File: config.mk
export PLATFORM = sky130hd
export DESIGN_NAME = osq_ctrl
export DESIGN_NICKNAME = d
export VERILOG_FILES = /design/src/osq_pkg.sv /design/src/osq_ctrl.sv
export SDC_FILE = /design/constraint.sdc
export NUM_CORES = 1
export LEC_CHECK = 0
export ABC_AREA = 1
export BUFFER_PORTS_ARGS = -buffer_cell sky130_fd_sc_hd__clkbuf_2
export CAP_MARGIN = 25
export CELL_PAD_IN_SITES_DETAIL_PLACEMENT = 1
export CELL_PAD_IN_SITES_GLOBAL_PLACEMENT = 1
export CORE_AREA = 2 2 39 41
export CTS_CLUSTER_DIAMETER = 200
export CTS_CLUSTER_SIZE = 25
export DETAILED_ROUTE_END_ITERATION = 16
export DIE_AREA = 0 0 41 43
export GPL_ROUTABILITY_DRIVEN = 0
export PLACE_DENSITY_LB_ADDON = 0.1
export SLEW_MARGIN = 20
export SYNTH_ARGS = -nofsm -noshare
export SYNTH_HDL_FRONTEND = slang
export SYNTH_SLANG_ARGS = --single-unit
File: constraint.sdc
create_clock -name clk -period 1.1 [get_ports clk]
set_input_delay 0.22 -clock clk [delete_from_list [all_inputs] [get_ports clk]]
set_output_delay 0.22 -clock clk [all_outputs]
set_load 0.01 [all_outputs]
File: src/osq_pkg.sv
// Shared types, codes and helpers for the owned segment queue store.
`default_nettype none

package osq_pkg;

	localparam logic [2:0] KIND_ALLOC = 3'd0;
	localparam logic [2:0] KIND_FREE  = 3'd1;
	localparam logic [2:0] KIND_PUT   = 3'd2;
	localparam logic [2:0] KIND_GET   = 3'd3;
	localparam logic [2:0] KIND_INFO  = 3'd4;

	localparam logic [2:0] ST_OK       = 3'd0;
	localparam logic [2:0] ST_BAD_SEG  = 3'd1;
	localparam logic [2:0] ST_DENIED   = 3'd2;
	localparam logic [2:0] ST_END      = 3'd3;
	localparam logic [2:0] ST_EMPTY    = 3'd4;
	localparam logic [2:0] ST_NOT_AGED = 3'd5;
	localparam logic [2:0] ST_INVALID  = 3'd6;

	typedef struct packed {
		logic [2:0]  kind;
		logic [7:0]  segment;
		logic [47:0] owner_id;
		logic [63:0] name_tag;
		logic [63:0] payload;
		logic [3:0]  byte_count;
		logic [31:0] now_seconds;
		logic [30:0] min_age;
	} req_t;

	typedef struct packed {
		logic [2:0]  status;
		logic [63:0] out_payload;
		logic [3:0]  out_byte_count;
		logic [47:0] out_owner;
		logic [63:0] out_name;
		logic [8:0]  fill_count;
	} rsp_t;

	typedef struct packed {
		logic [31:0] stamp;
		logic [3:0]  len;
		logic [63:0] data;
	} ent_t;

	typedef struct packed {
		logic load;
		logic decide;
		logic finish;
	} ctrl_cmd_t;

	typedef struct packed {
		logic needs_fetch;
	} ctrl_sts_t;

	// Keep byte i only when i is below the count.
	function automatic logic [63:0] keep_bytes(input logic [63:0] v, input logic [3:0] n);
		logic [63:0] m;
		m = '0;
		for (int i = 0; i < 8; i++) begin
			if (4'(i) < n) m[8*i +: 8] = 8'hFF;
		end
		return v & m;
	endfunction

endpackage

`default_nettype wire

File: src/osq_ctrl.sv
// Request sequencer: lookup, optional entry fetch, result strobe.
`default_nettype none

module osq_ctrl (
	input  wire logic               clk,
	input  wire logic               arst_n,
	input  wire logic               start,
	input  wire osq_pkg::ctrl_sts_t sts,
	output osq_pkg::ctrl_cmd_t      cmd,
	output logic                    busy,
	output logic                    done
);

	typedef enum logic [1:0] {
		S_IDLE,
		S_LOOK,
		S_FETCH
	} state_t;

	state_t state_q;
	logic   done_q;

	always_ff @(posedge clk or negedge arst_n) begin
		if (!arst_n) begin
			state_q <= S_IDLE;
			done_q  <= 1'b0;
		end else begin
			case (state_q)
				S_IDLE: begin
					done_q <= 1'b0;
					if (start) state_q <= S_LOOK;
				end
				S_LOOK: begin
					if (sts.needs_fetch) begin
						state_q <= S_FETCH;
						done_q  <= 1'b0;
					end else begin
						state_q <= S_IDLE;
						done_q  <= 1'b1;
					end
				end
				S_FETCH: begin
					state_q <= S_IDLE;
					done_q  <= 1'b1;
				end
				default: begin
					state_q <= S_IDLE;
					done_q  <= 1'b0;
				end
			endcase
		end
	end

	assign cmd.load   = (state_q == S_IDLE) && start;
	assign cmd.decide = (state_q == S_LOOK);
	assign cmd.finish = (state_q == S_FETCH);
	assign busy       = (state_q != S_IDLE);
	assign done       = done_q;

endmodule

`default_nettype wire

== Word level (Yosys, flattened, before mapping) ==
Index checks and enable logic that the tools add are counted.
Widths: inputs -> output; s select.

* Register bits after elaboration: 3
* Word-level logic and storage cells: 13
* Output and inout bits: 5
* Input port bits: 4

* Reduce and logical (&&, ||, !) cells: 3
* Equal/unequal tests: 3
* Multiplexer cells: 5

{| class="wikitable"
|+ Operators with widths
! cell !! count
|-
| $mux 2 || 2
|-
| $pmux 2 s2 || 1
|-
| $eq 2x1->1 const B || 1
|-
| $eq 2x2->1 const B || 1
|-
| $logic_not 2->1 || 1
|-
| $ne 2x2->1 const B || 1
|-
| $pmux 1 s2 || 1
|-
| $reduce_bool 2->1 || 1
|-
| $logic_and 1x1->1 || 1
|-
| $mux 1 || 1
|}

== Longest topological paths before layout ==
* Depth in word-level cells: 2
* Depth in mapped cells: 6
* Mapped depth without buffers: 6

== Worst setup path before layout ==
No wires, ideal clock.

* Path type: register -> output
* Start: reg state_q[0]
* End: out cmd[2] in the netlist's numbering
* Required time: 0.880 ns
* Stages on the path, launching flop included: 5
* Setup slack: 0.087 ns
* Arrival: 0.793 ns
* Buffers on the path: 0
* Path through: dfrtp_1 > inv_1 > ha_1 > nand2_1 > inv_1

{| class="wikitable"
|+ RTL lines
! element !! RTL line !! source
|-
| from (decl) || osq_ctrl.sv:20 || <nowiki>state_t state_q;</nowiki>
|-
| from (signal assigned) || osq_ctrl.sv:25 || <nowiki>state_q <= S_IDLE;</nowiki>
|-
| from (signal assigned) || osq_ctrl.sv:31 || <nowiki>if (start) state_q <= S_LOOK;</nowiki>
|-
| from (signal assigned) || osq_ctrl.sv:35 || <nowiki>state_q <= S_FETCH;</nowiki>
|-
| to (decl) || osq_ctrl.sv:9 || <nowiki>output osq_pkg::ctrl_cmd_t cmd,</nowiki>
|}

==> flow_summary.html <==
<table>
<tr><th>Metric</th><th>Value</th></tr>
<tr><th colspan="2">GRT</th></tr>
<tr><td>Overflow left after global routing</td><td>0</td></tr>
<tr><td>Maximum number of pins on one net before global-route repair</td><td>4</td></tr>
<tr><td>Initial antenna violation count</td><td>0</td></tr>
<tr><td>Wire length of the first global-routing pass</td><td>938 µm</td></tr>
<tr><td>Via count of the first global-routing pass</td><td>247</td></tr>
<tr><td>GR Util All Layers</td><td>0.08249</td></tr>
<tr><th colspan="2">Timing</th></tr>
<tr><td>RSZ-0062 raised after global routing</td><td>true</td></tr>
<tr><td>Final period demand of the worst path</td><td>1.283 ns</td></tr>
<tr><td>Total of endpoints with negative setup slack in the final report</td><td>4</td></tr>
<tr><td>Final total negative setup slack</td><td>-0.6673 ns</td></tr>
<tr><td>Max Transition Viols Final</td><td>0</td></tr>
<tr><td>Worst-case setup margin in the final layout</td><td>-0.1826 ns</td></tr>
<tr><td>Slew Limit Headroom</td><td>0.9207</td></tr>
<tr><td>Final hold viol count</td><td>0</td></tr>
<tr><td>Skew final</td><td>0.0006659 ns</td></tr>
<tr><td>Post-route fraction of the period consumed by the critical path</td><td>1.166</td></tr>
<tr><td>Slew of the pin with the lowest slew margin</td><td>0.1189 ns</td></tr>
<tr><td>Fmax</td><td>779.7 MHz</td></tr>
<tr><td>Tightest hold margin</td><td>0.2751 ns</td></tr>
<tr><th colspan="2">Synth</th></tr>
<tr><td>Distinct cell type count of the synthesized netlist</td><td>7</td></tr>
<tr><td>Post-synthesis register bit count</td><td>3</td></tr>
<tr><td>Syn avg cell area</td><td>7.418 µm²</td></tr>
<tr><td>Total nets after synthesis</td><td>36</td></tr>
<tr><td>Number of warnings reported in the yosys synthesis log</td><td>0</td></tr>
<tr><td>Cell type with the highest aggregate area in the netlist</td><td>sky130_fd_sc_hd__dfrtp_1</td></tr>
<tr><td>Sequential area share after synthesis</td><td>0.3614</td></tr>
<tr><td>Cell area after synthesis</td><td>207.7 µm²</td></tr>
<tr><td>Portion of synthesized cell area occupied by the leading cell type</td><td>0.3614</td></tr>
<tr><td>Largest cells by area after synthesis</td><td>sky130_fd_sc_hd__dfrtp_1 36%, sky130_fd_sc_hd__ha_1 24%, sky130_fd_sc_hd__nand2_1 18%, sky130_fd_sc_hd__inv_1 14%, sky130_fd_sc_hd__nor2_2 3.0%</td></tr>
<tr><td>Post-synthesis instance total</td><td>28</td></tr>
<tr><th colspan="2">Routing</th></tr>
<tr><td>Avg WL per Cell</td><td>8.159 µm</td></tr>
<tr><td>Routed via count</td><td>223</td></tr>
<tr><td>Vias per std cell</td><td>3.540</td></tr>
<tr><td>Routed wire length</td><td>514 µm</td></tr>
<tr><td>Final routed DRC violation total</td><td>0</td></tr>
<tr><td>DRC violation total after the first TritonRoute iteration</td><td>0</td></tr>
<tr><td>Router iterations before antenna repair</td><td>1</td></tr>
<tr><td>Number of antenna-violating nets in the routed design</td><td>0</td></tr>
<tr><th colspan="2">Layout</th></tr>
<tr><td>Multi-input gate area</td><td>143.9 µm²</td></tr>
<tr><td>Leading cell type in the layout, fill and taps excluded</td><td>sky130_fd_sc_hd__nand2_1</td></tr>
<tr><td>Antenna cell count</td><td>0</td></tr>
<tr><td>Number of fillers in the final layout</td><td>170</td></tr>
<tr><td>Highest-count cells in the layout ignoring fill and taps</td><td>8 x sky130_fd_sc_hd__nand2_1, 6 x sky130_fd_sc_hd__inv_1, 6 x sky130_fd_sc_hd__buf_4</td></tr>
<tr><td>Count of nets after finishing</td><td>56</td></tr>
<tr><td>Ratio of cells with drive above 1 in the final layout</td><td>0.5745</td></tr>
<tr><td>Combined flip-flop and latch cell area</td><td>75.07 µm²</td></tr>
<tr><td>Layout area overhead</td><td>98.80%</td></tr>
<tr><th colspan="2">Critical path</th></tr>
<tr><td>Gate family responsible for the most delay along the worst path</td><td>flip-flops</td></tr>
<tr><td>Number of buffers and inverters on the critical path</td><td>2</td></tr>
<tr><td>Critical Path End</td><td>cmd[1]</td></tr>
<tr><td>Cell count along the critical path</td><td>3</td></tr>
<tr><td>Path depth of the worst reg2reg path</td><td>6</td></tr>
<tr><td>Crit Path Category</td><td>flip-flop to output pin</td></tr>
<tr><td>CP endpoint kind</td><td>output pin</td></tr>
<tr><td>Endpoint arrival time on the critical path</td><td>1.06 ns</td></tr>
<tr><td>Critical R2R Launch</td><td>state_q[0]$_DFFE_PN0P_</td></tr>
<tr><td>Crit path cell chain</td><td>buf_4 &gt; ha_2 &gt; buf_6</td></tr>
<tr><td>Required time of the critical path</td><td>0.88 ns</td></tr>
<tr><td>Max stage delay on crit path</td><td>0.38 ns</td></tr>
<tr><td>Max Fanout on Critical Path</td><td>3</td></tr>
<tr><td>Worst Setup Start Kind</td><td>flip-flop</td></tr>
<tr><td>Worst setup path startpoint</td><td>state_q[0]$_DFFE_PN0P_</td></tr>
<tr><td>Worst R2R Setup Slack</td><td>0.07 ns</td></tr>
<tr><td>Slowest-stage cell, CP</td><td>sky130_fd_sc_hd__dfrtp_1</td></tr>
<tr><td>Endpoint of the worst-slack reg-to-reg timing path</td><td>state_q[1]$_DFFE_PN0P_</td></tr>
<tr><th colspan="2">Run status</th></tr>
<tr><td>Violations in the final reports</td><td>negative setup slack</td></tr>
<tr><td>Status</td><td>finished, violations left</td></tr>
<tr><th colspan="2">Clock network</th></tr>
<tr><td>Clk pin slew, worst setup/hold paths</td><td>0.04 ns</td></tr>
<tr><td>H-tree lvl count</td><td>1</td></tr>
<tr><td>Skew-Pair Late Insertion Delay</td><td>0.23 ns</td></tr>
<tr><td>Total CTS buffers</td><td>3</td></tr>
<tr><td>Root Buffer</td><td>sky130_fd_sc_hd__clkbuf_4</td></tr>
<tr><td>Clock tree from TritonCTS</td><td>built</td></tr>
<tr><td>Maximum buffer depth of the clock tree</td><td>2</td></tr>
<tr><td>Clk sinks</td><td>3</td></tr>
<tr><th colspan="2">Job</th></tr>
<tr><td>Max capacitance violation total</td><td>0</td></tr>
<tr><th colspan="2">Floorplanning</th></tr>
<tr><td>Top-Level Pins</td><td>9</td></tr>
<tr><td>Die outline width</td><td>41 µm</td></tr>
<tr><td>Die ar.</td><td>1763 µm²</td></tr>
<tr><td>Floorplan Core Area</td><td>1384 µm²</td></tr>
<tr><td>Initial Util</td><td>0.1501</td></tr>
<tr><td>Height of the chip</td><td>43 µm</td></tr>
<tr><td>Standard-cell row count</td><td>14</td></tr>
<tr><th colspan="2">Power</th></tr>
<tr><td>Peak supply drop</td><td>0.9329 mV</td></tr>
<tr><td>Leakage component of the power</td><td>0.0002267 µW</td></tr>
<tr><td>Design Power</td><td>1188 µW</td></tr>
<tr><td>Power density over the cells</td><td>2878 nW/µm²</td></tr>
<tr><th colspan="2">Min path</th></tr>
<tr><td>Worst min-delay path category</td><td>input pin to flip-flop</td></tr>
<tr><th colspan="2">Placed design</th></tr>
<tr><td>Number of port buffers</td><td>8</td></tr>
<tr><td>Placed wire-length estimate after detailed placement</td><td>412 µm</td></tr>
</table>
## flip-flops by register name (all words and copies together), names as in the netlist
signal	flops
state_q	2
done	1
## report_power, final
part | switching, µW | leakage [µW] | internal, µW
Clock | 59.0 | 0.0000150 | 136
Combinational | 370 | 0.000173 | 429
Sequential | 29.9 | 0.0000388 | 164
Total | 459 | 0.000227 | 729
## final cells by class
class / count / area share
repair buffers: 15 / 0.2758
flip-flops and latches: 3 / 0.1818
multi-input cells: 16 / 0.3485
inverters: 9 / 0.08182
well taps: 16 / 0.04848
clock buffers: 4 / 0.06364
## worst min-delay path by stage
stage / slack (ns) / depth (start not counted) / start / endpoint
finish: 0.28 / 4 / sts / done$_DFF_PN0_
global route: 0.30 / 4 / start / state_q[1]$_DFFE_PN0P_
CTS: 0.27 / 4 / sts / done$_DFF_PN0_
detailed placement: 0.02 / 1 / arst_n / done$_DFF_PN0_
global placement: 0.02 / 1 / arst_n / done$_DFF_PN0_
floorplan: -0.08 / 0 / arst_n / done$_DFF_PN0_
## synth_stat cells
cell type and instances:
sky130_fd_sc_hd__nand2_1 10, sky130_fd_sc_hd__inv_1 8, sky130_fd_sc_hd__ha_1 4, sky130_fd_sc_hd__dfrtp_1 3
sky130_fd_sc_hd__a21oi_1 1, sky130_fd_sc_hd__inv_2 1, sky130_fd_sc_hd__nor2_2 1
## cell families (layout without fill, tap and decap cells)
| logic type | count (synthesis) | after routing | synth area share |
|---|---|---|---|
| DFF | 3 | 3 | 0.3614 |
| adders and majority gates | 4 | 4 | 0.2410 |
| and+or+nand+nor | 11 | 11 | 0.2109 |
| AOI/OAI and AO/OA | 1 | 1 | 0.02407 |
| buffers and inverters | 9 | 28 | 0.1626 |
## metrics by stage
step | cells | cell area, µm² | util | setup slack (ns)
after floorplan | 28 | 207.7 | - | 0.08682
after global placement | 57 | 305.3 | 0.2206 | -0.05608
after detailed placement | 57 | 305.3 | 0.2206 | -0.04083
after CTS | 63 | 379.1 | 0.2740 | -0.2074
after global routing | 63 | 412.9 | 0.2984 | -0.2442
final | 63 | 412.9 | 0.2984 | -0.1826
## repair_timing
| action | in CTS | in global routing |
|---|---|---|
| endpoints found under the setup margin | 4 | 5 |
| hold endpoints to repair | 3 | 0 |
| cloned | 0 | 0 |
| pin swaps | 1 | 2 |
| gates resized for setup | 8 | 10 |
| buffers inserted | 1 | 0 |
| hold buffers | 1 | 0 |
## worst min-delay path: cells and delay by family
kind | cells | cell delay, ns
buf+inv | 2 | 0.12
simple gates | 1 | 0.06
compound gates | 1 | 0.06
## layer usage
layer / vias up / wire [µm] / global-route usage
li1: 116 / - / -
met1: 104 / 217 / 0.1036
met2: 3 / 283 / 0.1063
met3: 0 / 13 / 0.02094
met4: 0 / 0 / 0.08000
met5: - / 0 / 0
Note: power is estimated with default switching activity, not from simulation.
